File: src/hdl/tlnf_pkg.sv
// Package: constants, types and codes of the line-numbering text filter
`timescale 1ns / 1ps
package tlnf_pkg;

	localparam int COUNT_DIGITS = 10;
	localparam int PAD_WIDTH    = 6;
	localparam int COUNT_W      = 4 * COUNT_DIGITS;
	localparam int IDX_W        = $clog2((COUNT_DIGITS > PAD_WIDTH) ? COUNT_DIGITS : PAD_WIDTH);
	localparam int CFG_IDX_W    = 3;
	localparam int QUEUE_DEPTH  = 2;
	localparam int QPTR_W       = $clog2(QUEUE_DEPTH);
	localparam int QFILL_W      = $clog2(QUEUE_DEPTH + 1);

	localparam logic [7:0] CH_TAB      = 8'd9;
	localparam logic [7:0] CH_NL       = 8'd10;
	localparam logic [7:0] CH_SPACE    = 8'd32;
	localparam logic [7:0] CH_DOLLAR   = 8'd36;
	localparam logic [7:0] CH_ZERO     = 8'd48;
	localparam logic [7:0] CH_I        = 8'd73;
	localparam logic [7:0] CH_CARET    = 8'd94;
	localparam logic [7:0] CTRL_LIMIT  = 8'd32;
	localparam logic [7:0] CTRL_OFFSET = 8'd64;

	typedef enum logic [CFG_IDX_W-1:0] {
		REG_NUMBER_ALL      = 3'd0,
		REG_NUMBER_NONEMPTY = 3'd1,
		REG_FOLD_EMPTY      = 3'd2,
		REG_MARK_TABS       = 3'd3,
		REG_MARK_ENDS       = 3'd4,
		REG_SHOW_CONTROL    = 3'd5
	} cfg_reg_t;

	typedef enum logic [2:0] {
		PH_SPACE,
		PH_DIGIT,
		PH_TAB,
		PH_BODY0,
		PH_BODY1
	} phase_t;

	typedef struct packed {
		logic number_all;
		logic number_nonempty;
		logic fold_empty;
		logic mark_tabs;
		logic mark_ends;
		logic show_control;
	} tlnf_cfg_t;

	// one classified item as passed from front to back
	typedef struct packed {
		phase_t             start_phase;
		logic [IDX_W-1:0]   start_idx;
		logic [IDX_W-1:0]   top;
		logic [COUNT_W-1:0] count;
		logic [7:0]         body0;
		logic [7:0]         body1;
		logic               two;
	} tlnf_cmd_t;

endpackage

File: src/hdl/tlnf_ifs.sv
// Interfaces: input byte stream, output character stream and configuration write channel
`timescale 1ns / 1ps
interface tlnf_in_if;
	logic       valid;
	logic       ready;
	logic [7:0] in_byte;

	modport source (output valid, output in_byte, input ready);
	modport sink (input valid, input in_byte, output ready);
endinterface

interface tlnf_out_if;
	logic       valid;
	logic       ready;
	logic [7:0] out_byte;
	logic       last_of_run;

	modport source (output valid, output out_byte, output last_of_run, input ready);
	modport sink (input valid, input out_byte, input last_of_run, output ready);
endinterface

interface tlnf_cfg_if;
	logic                           valid;
	logic                           ready;
	logic [tlnf_pkg::CFG_IDX_W-1:0] index;
	logic                           data;

	modport source (output valid, output index, output data, input ready);
	modport sink (input valid, input index, input data, output ready);
endinterface

File: src/hdl/tlnf_front.sv
// Front end: accepts bytes, keeps line state and counter, classifies each item
`timescale 1ns / 1ps
module tlnf_front (
	input  logic                clk,
	input  logic                arst_n,
	tlnf_in_if.sink             in_ch,
	tlnf_cfg_if.sink            cfg,
	input  logic                full,
	output logic                push,
	output tlnf_pkg::tlnf_cmd_t cmd
);
	import tlnf_pkg::*;

	tlnf_cfg_t          cfg_q;
	logic [COUNT_W-1:0] count_q;
	logic               at_start_q;
	logic               prev_empty_q;

	logic               accept;
	logic               is_nl;
	logic               is_tab;
	logic               empty;
	logic               drop;
	logic               numbered;
	logic [COUNT_W-1:0] count_inc;
	logic [IDX_W-1:0]   top;
	logic [IDX_W-1:0]   n_spaces;

	assign cfg.ready   = 1'b1;
	assign in_ch.ready = !full;
	assign accept      = in_ch.valid && !full;

	assign is_nl    = (in_ch.in_byte == CH_NL);
	assign is_tab   = (in_ch.in_byte == CH_TAB);
	assign empty    = at_start_q && is_nl;
	assign drop     = cfg_q.fold_empty && empty && prev_empty_q;
	assign numbered = at_start_q && (cfg_q.number_nonempty ? !empty : cfg_q.number_all);
	assign push     = accept && !drop;

	// most significant nonzero digit
	always_comb begin
		top = '0;
		for (int i = 0; i < COUNT_DIGITS; i++) begin
			if (count_q[4*i +: 4] != 4'd0)
				top = IDX_W'(i);
		end
	end

	always_comb begin
		if (int'(top) + 1 < PAD_WIDTH)
			n_spaces = IDX_W'(PAD_WIDTH - 1 - int'(top));
		else
			n_spaces = '0;
	end

	// BCD increment, held at all nines
	always_comb begin
		logic [3:0] d;
		logic       carry;
		logic       all_nines;
		carry     = 1'b1;
		all_nines = 1'b1;
		count_inc = count_q;
		for (int i = 0; i < COUNT_DIGITS; i++) begin
			d = count_q[4*i +: 4];
			if (d != 4'd9)
				all_nines = 1'b0;
			if (carry)
				count_inc[4*i +: 4] = (d == 4'd9) ? 4'd0 : d + 4'd1;
			carry = carry && (d == 4'd9);
		end
		if (all_nines)
			count_inc = count_q;
	end

	always_comb begin
		cmd.count = count_q;
		cmd.top   = top;
		cmd.body0 = in_ch.in_byte;
		cmd.body1 = 8'd0;
		cmd.two   = 1'b0;
		if (cfg_q.mark_tabs && is_tab) begin
			cmd.body0 = CH_CARET;
			cmd.body1 = CH_I;
			cmd.two   = 1'b1;
		end else if (cfg_q.mark_ends && is_nl) begin
			cmd.body0 = CH_DOLLAR;
			cmd.body1 = CH_NL;
			cmd.two   = 1'b1;
		end else if (cfg_q.show_control && in_ch.in_byte < CTRL_LIMIT && !is_nl && !is_tab) begin
			cmd.body0 = CH_CARET;
			cmd.body1 = in_ch.in_byte + CTRL_OFFSET;
			cmd.two   = 1'b1;
		end
		if (!numbered) begin
			cmd.start_phase = PH_BODY0;
			cmd.start_idx   = top;
		end else if (n_spaces != '0) begin
			cmd.start_phase = PH_SPACE;
			cmd.start_idx   = n_spaces - IDX_W'(1);
		end else begin
			cmd.start_phase = PH_DIGIT;
			cmd.start_idx   = top;
		end
	end

	always_ff @(posedge clk or negedge arst_n) begin
		if (!arst_n) begin
			cfg_q <= '0;
		end else if (cfg.valid) begin
			case (cfg.index)
				REG_NUMBER_ALL:      cfg_q.number_all      <= cfg.data;
				REG_NUMBER_NONEMPTY: cfg_q.number_nonempty <= cfg.data;
				REG_FOLD_EMPTY:      cfg_q.fold_empty      <= cfg.data;
				REG_MARK_TABS:       cfg_q.mark_tabs       <= cfg.data;
				REG_MARK_ENDS:       cfg_q.mark_ends       <= cfg.data;
				REG_SHOW_CONTROL:    cfg_q.show_control    <= cfg.data;
				default: ;
			endcase
		end
	end

	always_ff @(posedge clk or negedge arst_n) begin
		if (!arst_n) begin
			count_q      <= COUNT_W'(1);
			at_start_q   <= 1'b1;
			prev_empty_q <= 1'b0;
		end else if (accept) begin
			if (drop) begin
				prev_empty_q <= 1'b1;
			end else begin
				at_start_q   <= is_nl;
				prev_empty_q <= empty;
				if (is_nl && !(cfg_q.number_nonempty && empty))
					count_q <= count_inc;
			end
		end
	end

endmodule

File: src/hdl/tlnf_queue.sv
// Short command queue between front and back
`timescale 1ns / 1ps
module tlnf_queue (
	input  logic                clk,
	input  logic                arst_n,
	input  logic                push,
	input  tlnf_pkg::tlnf_cmd_t cmd_in,
	output logic                full,
	input  logic                pop,
	output logic                head_valid,
	output tlnf_pkg::tlnf_cmd_t head
);
	import tlnf_pkg::*;

	tlnf_cmd_t         entry_q [QUEUE_DEPTH];
	logic [QPTR_W-1:0] wr_ptr_q;
	logic [QPTR_W-1:0] rd_ptr_q;
	logic [QFILL_W-1:0] fill_q;

	assign full       = (fill_q == QFILL_W'(QUEUE_DEPTH));
	assign head_valid = (fill_q != '0);
	assign head       = entry_q[rd_ptr_q];

	always_ff @(posedge clk) begin
		if (push)
			entry_q[wr_ptr_q] <= cmd_in;
	end

	always_ff @(posedge clk or negedge arst_n) begin
		if (!arst_n) begin
			wr_ptr_q <= '0;
			rd_ptr_q <= '0;
			fill_q   <= '0;
		end else begin
			if (push)
				wr_ptr_q <= wr_ptr_q + QPTR_W'(1);
			if (pop)
				rd_ptr_q <= rd_ptr_q + QPTR_W'(1);
			if (push && !pop)
				fill_q <= fill_q + QFILL_W'(1);
			else if (pop && !push)
				fill_q <= fill_q - QFILL_W'(1);
		end
	end

endmodule

File: src/hdl/tlnf_back.sv
// Back end: expands each command into prefix and body characters, output register
`timescale 1ns / 1ps
module tlnf_back (
	input  logic                clk,
	input  logic                arst_n,
	input  logic                head_valid,
	input  tlnf_pkg::tlnf_cmd_t head,
	output logic                pop,
	tlnf_out_if.source          out_ch
);
	import tlnf_pkg::*;

	phase_t           phase_q;
	logic [IDX_W-1:0] idx_q;
	logic             busy_q;
	logic             out_valid_q;
	logic [7:0]       out_byte_q;
	logic             last_q;

	phase_t           cur_phase;
	logic [IDX_W-1:0] cur_idx;
	phase_t           nxt_phase;
	logic [IDX_W-1:0] nxt_idx;
	logic [7:0]       chr;
	logic             last;
	logic             done;
	logic             advance;

	assign cur_phase = busy_q ? phase_q : head.start_phase;
	assign cur_idx   = busy_q ? idx_q : head.start_idx;
	assign advance   = head_valid && (!out_valid_q || out_ch.ready);
	assign pop       = advance && done;

	always_comb begin
		chr       = head.body0;
		last      = 1'b0;
		done      = 1'b0;
		nxt_phase = cur_phase;
		nxt_idx   = cur_idx;
		case (cur_phase)
			PH_SPACE: begin
				chr = CH_SPACE;
				if (cur_idx == '0) begin
					nxt_phase = PH_DIGIT;
					nxt_idx   = head.top;
				end else begin
					nxt_idx = cur_idx - IDX_W'(1);
				end
			end
			PH_DIGIT: begin
				chr = CH_ZERO + {4'd0, head.count[4*cur_idx +: 4]};
				if (cur_idx == '0)
					nxt_phase = PH_TAB;
				else
					nxt_idx = cur_idx - IDX_W'(1);
			end
			PH_TAB: begin
				chr       = CH_TAB;
				nxt_phase = PH_BODY0;
			end
			PH_BODY0: begin
				chr       = head.body0;
				last      = !head.two;
				done      = !head.two;
				nxt_phase = PH_BODY1;
			end
			PH_BODY1: begin
				chr  = head.body1;
				last = 1'b1;
				done = 1'b1;
			end
			default: begin
				last = 1'b1;
				done = 1'b1;
			end
		endcase
	end

	always_ff @(posedge clk or negedge arst_n) begin
		if (!arst_n) begin
			busy_q      <= 1'b0;
			phase_q     <= PH_BODY0;
			idx_q       <= '0;
			out_valid_q <= 1'b0;
		end else begin
			if (advance) begin
				busy_q      <= !done;
				phase_q     <= nxt_phase;
				idx_q       <= nxt_idx;
				out_valid_q <= 1'b1;
			end else if (out_ch.ready) begin
				out_valid_q <= 1'b0;
			end
		end
	end

	always_ff @(posedge clk) begin
		if (advance) begin
			out_byte_q <= chr;
			last_q     <= last;
		end
	end

	assign out_ch.valid       = out_valid_q;
	assign out_ch.out_byte    = out_byte_q;
	assign out_ch.last_of_run = last_q;

endmodule

File: src/hdl/text_line_number_filter.sv
// Top level of the line-numbering text filter
// An accepted item is first written into the queue; once it is at the head and the output is
// free, the back end loads its first character into the output register. One character per
// cycle while the sink is ready; an item yields 1 to 13 characters (a squeezed blank line none).
// A two-entry queue lets the front accept a new item while the back still expands earlier ones.
// Reset (arst_n low): configuration and output valid cleared, line counter at one, at line start, queue empty.
`timescale 1ns / 1ps
module text_line_number_filter (
	input  logic       clk,
	input  logic       arst_n,
	tlnf_in_if.sink    in_ch,
	tlnf_out_if.source out_ch,
	tlnf_cfg_if.sink   cfg
);
	import tlnf_pkg::*;

	logic      push;
	logic      full;
	logic      pop;
	logic      head_valid;
	tlnf_cmd_t cmd;
	tlnf_cmd_t head;

	tlnf_front u_front (
		.clk    (clk),
		.arst_n (arst_n),
		.in_ch  (in_ch),
		.cfg    (cfg),
		.full   (full),
		.push   (push),
		.cmd    (cmd)
	);

	tlnf_queue u_queue (
		.clk        (clk),
		.arst_n     (arst_n),
		.push       (push),
		.cmd_in     (cmd),
		.full       (full),
		.pop        (pop),
		.head_valid (head_valid),
		.head       (head)
	);

	tlnf_back u_back (
		.clk        (clk),
		.arst_n     (arst_n),
		.head_valid (head_valid),
		.head       (head),
		.pop        (pop),
		.out_ch     (out_ch)
	);

endmodule

File: src/flat_wrapper.sv
// flat-port wrapper written by rule: the top's interface ports become plain ports
module text_line_number_filter_flat import tlnf_pkg::*;
  (clk, arst_n, in_ch_valid, in_ch_in_byte, in_ch_ready, out_ch_valid, out_ch_out_byte, out_ch_last_of_run, out_ch_ready, cfg_valid, cfg_index, cfg_data, cfg_ready);
  tlnf_in_if in_ch_i ();
  tlnf_out_if out_ch_i ();
  tlnf_cfg_if cfg_i ();
  input  logic clk;
  input  logic arst_n;
  input wire logic [$bits(in_ch_i.valid)-1:0] in_ch_valid;
  input wire logic [$bits(in_ch_i.in_byte)-1:0] in_ch_in_byte;
  output wire logic [$bits(in_ch_i.ready)-1:0] in_ch_ready;
  output wire logic [$bits(out_ch_i.valid)-1:0] out_ch_valid;
  output wire logic [$bits(out_ch_i.out_byte)-1:0] out_ch_out_byte;
  output wire logic [$bits(out_ch_i.last_of_run)-1:0] out_ch_last_of_run;
  input wire logic [$bits(out_ch_i.ready)-1:0] out_ch_ready;
  input wire logic [$bits(cfg_i.valid)-1:0] cfg_valid;
  input wire logic [$bits(cfg_i.index)-1:0] cfg_index;
  input wire logic [$bits(cfg_i.data)-1:0] cfg_data;
  output wire logic [$bits(cfg_i.ready)-1:0] cfg_ready;
  assign in_ch_i.valid = in_ch_valid;
  assign in_ch_i.in_byte = in_ch_in_byte;
  assign in_ch_ready = in_ch_i.ready;
  assign out_ch_valid = out_ch_i.valid;
  assign out_ch_out_byte = out_ch_i.out_byte;
  assign out_ch_last_of_run = out_ch_i.last_of_run;
  assign out_ch_i.ready = out_ch_ready;
  assign cfg_i.valid = cfg_valid;
  assign cfg_i.index = cfg_index;
  assign cfg_i.data = cfg_data;
  assign cfg_ready = cfg_i.ready;
  text_line_number_filter u_core (.clk(clk), .arst_n(arst_n), .in_ch(in_ch_i), .out_ch(out_ch_i), .cfg(cfg_i));
endmodule
File: config.mk
export PLATFORM = sky130hd
export DESIGN_NAME = text_line_number_filter_flat
export DESIGN_NICKNAME = d
export VERILOG_FILES = /design/src/hdl/tlnf_pkg.sv /design/src/hdl/tlnf_ifs.sv /design/src/hdl/tlnf_front.sv /design/src/hdl/tlnf_queue.sv /design/src/hdl/tlnf_back.sv /design/src/hdl/text_line_number_filter.sv /design/src/flat_wrapper.sv
export SDC_FILE = /design/constraint.sdc
export NUM_CORES = 1
export LEC_CHECK = 0
export ABC_AREA = 0
export BUFFER_PORTS_ARGS = -buffer_cell sky130_fd_sc_hd__buf_2
export CORE_UTILIZATION = 55
export CTS_BUF_LIST = sky130_fd_sc_hd__clkbuf_8
export DETAILED_ROUTE_END_ITERATION = 8
export GPL_TIMING_DRIVEN = 1
export PLACE_DENSITY = 0.75
export SYNTH_ARGS = -nofsm -noshare
export SYNTH_HDL_FRONTEND = slang
export SYNTH_HIERARCHICAL = 1
export SYNTH_SLANG_ARGS = --single-unit
File: constraint.sdc
create_clock -name clk -period 4.75 [get_ports clk]
set_input_delay 0.2375 -clock clk [delete_from_list [all_inputs] [get_ports clk]]
set_output_delay 0.2375 -clock clk [all_outputs]
set_load 0.005 [all_outputs]
Word level (Yosys, flattened, before mapping). Memories as Yosys holds them, arrays and structs flattened. Cells that the tools add are included.

Memories: 1. Word-level logic and storage cells: 209. RAM bits: 134. Bits in registers: 70. Input bits: 17.

Reductions and logical operators: 71. $add $sub $neg: 20. Bitwise gates (word level): 2. Mux-type cells: 53. Shifts and indexed selects: 1. Eq/ne operators: 32. Magnitude comparators: 2.

Memory list: u_core.u_queue.entry_q (words 2, width 67, rd ports 1, clocked after Yosys merged registers in 0, write ports 1, RTL line tlnf_queue.sv:15) `tlnf_cmd_t entry_q [QUEUE_DEPTH];`.

Operators with widths (number): 4-bit 2-to-1 mux (19); 17-bit 2-to-1 mux (3); 5-bit AND reduction (9); 4-bit by 1-bit adder with 4-bit output (second input constant) (10); 4-bit equality test (second input constant) (10); 4-bit != test (second input constant) (10); 4-bit nonzero test (10); 40-bit by 7-bit indexed part select with 4-bit output (1); 8-bit case mux with 4 select lines (1); 1-bit logical AND (25); 1-bit 2-to-1 mux (17); 8-bit by 4-bit equality test with 1-bit output (second input constant) (2); 2-bit AND reduction (7); 3-bit by 2-bit equality test with 1-bit output (second input constant) (4); 3-bit 2-to-1 mux (4); 3-bit case mux with 4 select lines (1); 1-bit zero test (11); 3-bit equality test (second input constant) (3); 8-bit by 7-bit adder with 8-bit output (second input constant) (1); 8-bit by 6-bit less-than comparator with 1-bit output (second input constant) (1); 2-bit 2-to-1 mux (4); 4-bit case mux with 2 select lines (1); 4-bit by 1-bit subtractor with 4-bit output (second input constant) (2); 6-bit by 4-bit adder with 7-bit output (first input constant) (1); other kinds (18) (24).

Depth between registers and ports, before layout.
Depth after elaboration: 16. Mapped depth: 15. Mapped depth without buffers: 14.

Modules after synthesis. The synthesis kept the hierarchy.

By module, submodules not included: tlnf_queue (seq. area each 4184.0 µm², area each 5138.7 µm², cells an instance 228, instances 1); tlnf_front (seq. area each 1203.7 µm², area each 3193.1 µm², cells an instance 349, instances 1); tlnf_back (seq. area each 498.0 µm², area each 1630.3 µm², cells an instance 192, instances 1).

Worst setup path after synthesis. No wires, ideal clock.

Kind: input to register. From: in in_ch_in_byte[6]. To: mem u_core/u_queue/entry_q[0][0] (netlist bit) (enable). Stages: 7. Setup slack: -0.100 ns. Arrival: 4.347 ns. Required time: 4.247 ns. Buffers on the path: 1. Cell sequence: inv_1 -> ha_1 -> nor2b_1 -> and4_1 -> buf_2 -> a41oi_1 -> nor2b_1.

Longest elaborated chain between the ends: 8.

RTL lines: from (decl) (RTL line flat_wrapper.sv:10) `input wire logic [$bits(in_ch_i.in_byte)-1:0] in_ch_in_byte;`; 8-bit by 4-bit equality test with 1-bit output (RTL line tlnf_front.sv:33) `assign is_nl = (in_ch.in_byte == CH_NL);`; 1-bit logical AND (RTL line tlnf_front.sv:35) `assign empty = at_start_q && is_nl;`; 1-bit logical AND (2 in series) (RTL line tlnf_front.sv:36) `assign drop = cfg_q.fold_empty && empty && prev_empty_q;`; 1-bit zero test (RTL line tlnf_front.sv:38) `assign push = accept && !drop;`; 1-bit logical AND (RTL line tlnf_front.sv:38); via u_core.push (RTL line text_line_number_filter.sv:17) `logic push;`; 1-bit 2-to-1 mux (RTL line tlnf_queue.sv:25) `if (push)`; 1-bit 2-to-1 mux (implied by the code) (RTL line tlnf_queue.sv:26) `entry_q[wr_ptr_q] <= cmd_in;`; to (decl) (RTL line tlnf_queue.sv:15).

The timed path passes the listed nets, and every way through them passes these cells.

==> impl_metrics.env <==
export IMPL_status="complete, no violations"
export IMPL_yosysWarningCount=6
export IMPL_synthTopCellsByCount="145 x edfxtp_1, 73 x mux2_2, 57 x dfrtp_1"
export IMPL_overflow=0
export IMPL_yosysMostFrequentCell="edfxtp_1"
export IMPL_synth_top_cell_by_area="edfxtp_1"
export IMPL_avgSynthCellArea_um2=13.0
export IMPL_wl_met1_mm=8.99
export IMPL_cts_sinks=206
export IMPL_drt_wirelength_per_cell_um=19.2
export IMPL_core_um2=17500
export IMPL_die_y_um=137
export IMPL_rsz0062_at_grt="false"
export IMPL_slowest_delay_ns=0.64
export IMPL_r2r_end="u_core/u_queue/entry_q[0][62]"
export IMPL_synth_seq_cells=206
export IMPL_synth_distinct_cells=76
export IMPL_worstMarginPinSlew_ns=1.01
export IMPL_post_cts_buffers=0
export IMPL_rows=48
export IMPL_first_pass_iters=5
export IMPL_grt_pass1_vias=6334
export IMPL_crit_fanout=10
export IMPL_endpoint_kind="register"
export IMPL_postRouteAntennaNets=0
export IMPL_initial_core_util_pct=57.0
export IMPL_hpwl_mm=13.4
export IMPL_place_port_buffers=27
export IMPL_path_class="reg -> reg"
export IMPL_maxCapViolCount=0
export IMPL_fin_crit_ns=4.43
export IMPL_routed_wl_mm=20.4
export IMPL_multi_input_area_um2=3820
export IMPL_antenna_found_initial=0
export IMPL_seq_area_frac_synth_pct=59.1
export IMPL_ys_flop_type="edfxtp_1"
export IMPL_gp_congestion=1.03
export IMPL_highest_layer="met4"
export IMPL_clkLatencyLatePin_ns=0.52
export IMPL_syn_inst=769
export IMPL_placed_area_um2=10200
export IMPL_syn_area_um2=9960
export IMPL_drc=0
export IMPL_drive_gt1_share_pct=22.1
export IMPL_place_inst=997
export IMPL_fmax_mhz=226
export IMPL_async_reset_ff_share_pct=29.6
export IMPL_holdWs_ns=0.0396
export IMPL_die_w_um=137
export IMPL_p_per_area_nw_per_um2=506
export IMPL_viasPerCell=6.08
export IMPL_syn2layout_area_growth_pct=9.45
export IMPL_fill_cells=1345
export IMPL_crit_required_ns=5.00
export IMPL_diodes=0
export IMPL_endpoint="u_core/u_queue/entry_q[0][62]"
export IMPL_vias=6449
export IMPL_seqCellArea_um2=5890
export IMPL_stdcell_area_um2=10900
export IMPL_power_uw=5520
export IMPL_irDropWorstVdd_v=0.000419
export IMPL_cts_root_buf="clkbuf_8"
export IMPL_cp_startpoint="u_core/u_front/count_q[21]"
export IMPL_cts_htree_levels=2
export IMPL_final_nets=833
export IMPL_finClkSkew_ns=0.0177
export IMPL_grt_pass1_wl_mm=32.8
export IMPL_r2r_worst_path_cells=14
export IMPL_finalMaxSlewViolations=0
export IMPL_leakage_uw=0.00412
export IMPL_hold_violations=0
export IMPL_start_kind="register"
export IMPL_synth_top_area_share_pct=43.7
export IMPL_final_cells=1061
export IMPL_grt_max_degree=69
export IMPL_synth_edf_count=145
export IMPL_worstSetupPathDepth=14
export IMPL_reg2reg_setup_slack_ns=0.32
export IMPL_critPathBufInv=0
export IMPL_tritoncts="done"
export IMPL_clock_path_buffers=3
export IMPL_path_delay_family="compound AO/OA/AOI/OAI gates"
export IMPL_fin_crit_sh_pct=93.2
export IMPL_cts_clk_slew_worst_paths_ns=0.06
export IMPL_io_pins=29
export IMPL_relSlewSlack_pct=32.6
export IMPL_ys_top_cells_by_area="edfxtp_1 44%, dfrtp_1 14%, mux2_2 8.3%"
export IMPL_hold_path_class="in -> reg"
export IMPL_rr_startpoint="u_core/u_front/count_q[21]"
export IMPL_crit_arrival_ns=4.68
export IMPL_grt_total_usage_pct=23.2
export IMPL_dr_wl_met2_mm=9.75
export IMPL_setup_tns_ns=0
export IMPL_numCtsBuffers=34
export IMPL_setup_viol=0
export IMPL_dieArea_um2=18700
export IMPL_path_cells="or4_1 > a211oi_1 > nor2_1 > nor2_2 > ha_1 > mux2i_1 > a31oi_1 > o31a_1 > nand2_1 > ha_1 > nand2_1 > o21bai_1 > a211o_1 > a311o_1"
export IMPL_cp_slowest_cell="or4_1"
export IMPL_route_met3_wl_mm=1.11
export IMPL_drt_iter0_markers=677
==> layer usage <==
metal	vias to the layer above	global-route usage (%)
met1	3165	31.1
met2	233	37.4
met4	0	9.32
li1	2996	-
met5	-	0
met3	55	4.19
==> how the worst min path moves through the flow <==
stage / from / endpoint / slack, ns / cells after the start
4_1_cts: cfg_data / u_core/u_front/cfg_q[3] / 0.01 / 2
3_5_place_dp: arst_n / u_core/u_queue/wr_ptr_q / 0.48 / 2
2_1_floorplan: arst_n / u_core/u_back/busy_q / -0.06 / 0
6_report: cfg_data / u_core/u_front/cfg_q[3] / 0.04 / 2
5_1_grt: cfg_data / u_core/u_front/cfg_q[4] / 0.03 / 2
3_3_place_gp: arst_n / u_core/u_queue/wr_ptr_q / 0.46 / 2
==> state kept, by name, summed over array words and instances, names as in the netlist <==
name                              flops
u_core/u_back/out_ch.last_of_run      1
u_core/u_queue/wr_ptr_q               1
u_core/u_front/count_q               40
u_core/u_front/prev_empty_q           1
u_core/u_front/at_start_q             1
u_core/u_queue/fill_q                 2
u_core/u_back/out_ch.out_byte         8
u_core/u_front/cfg_q                  6
u_core/u_back/busy_q                  1
u_core/u_back/phase_q                 3
u_core/u_back/out_ch.valid            1
u_core/u_queue/entry_q              136
u_core/u_back/idx_q                   4
u_core/u_queue/rd_ptr_q               1
==> cell usage in the layout (no fill, tap or decap), types with 9 or more instances in the layout <==
cell type  netlist  final
clkbuf_8         0     37
mux2_2          73     73
and2_1          12     11
xor2_1          12     12
nand3_1         12     12
mux2i_1         15     15
nor2_1          46     45
nor2b_1         22     21
nor3b_1          9      9
mux2_4          11     11
nand2_1         52     52
dfrtp_1         57     56
o221ai_1        11     11
nand4_1         11     11
edfxtp_1       145    145
inv_1           19     34
nor3_1          13     13
a21oi_1         16     16
a21o_1          11     11
xnor2_1         17     17
o21ai_0         33     33
nand2b_1        16     16
buf_2           12     27
==> through the flow <==
step | util (%) | setup slack, ns
floorplan | - | 1.08
global placement | 58.6 | 0.734
detailed placement | 58.6 | 0.390
CTS | 62.4 | 0.310
global route | 62.4 | 0.0729
finish | 62.4 | 0.325
==> kinds of logic (layout without fill, tap and decap cells) <==
logic type      after synthesis  in the layout  synth area share [%]
fa+ha+maj                     6              6                 0.754
mux                         101            101                  11.9
xor+xnor                     29             29                  2.55
flops                       206            206                  59.1
simple gates                244            244                  13.8
buf+inv                      51            117                  2.76
other cells                   2              3                0.0754
compound gates              130            130                  9.07
==> timing repair <==
action | in CTS | in global routing
gates resized for setup | 0 | 1
hold buffers | 2 | 0
hold endpoints to repair | 58 | 0
endpoints found under the setup margin | 0 | 2
==> where the power goes <==
| part | internal, µW | leakage [µW] | switching, µW | total [µW] |
|---|---|---|---|---|
| combinational | 670 | 0.00166 | 914 | 1580 |
| clock | 776 | 0.000382 | 680 | 1460 |
| sequential | 2330 | 0.00209 | 155 | 2480 |
==> area by class of cell <==
type	count	area share, %
inverters	20	0.689
well taps	225	2.58
clock inverters	25	1.23
flip-flops and latches	206	54.0
multi-input cells	513	35.0
clock buffers	37	4.67
repair buffers	35	1.84
Note: power is estimated with default switching activity, not from simulation.
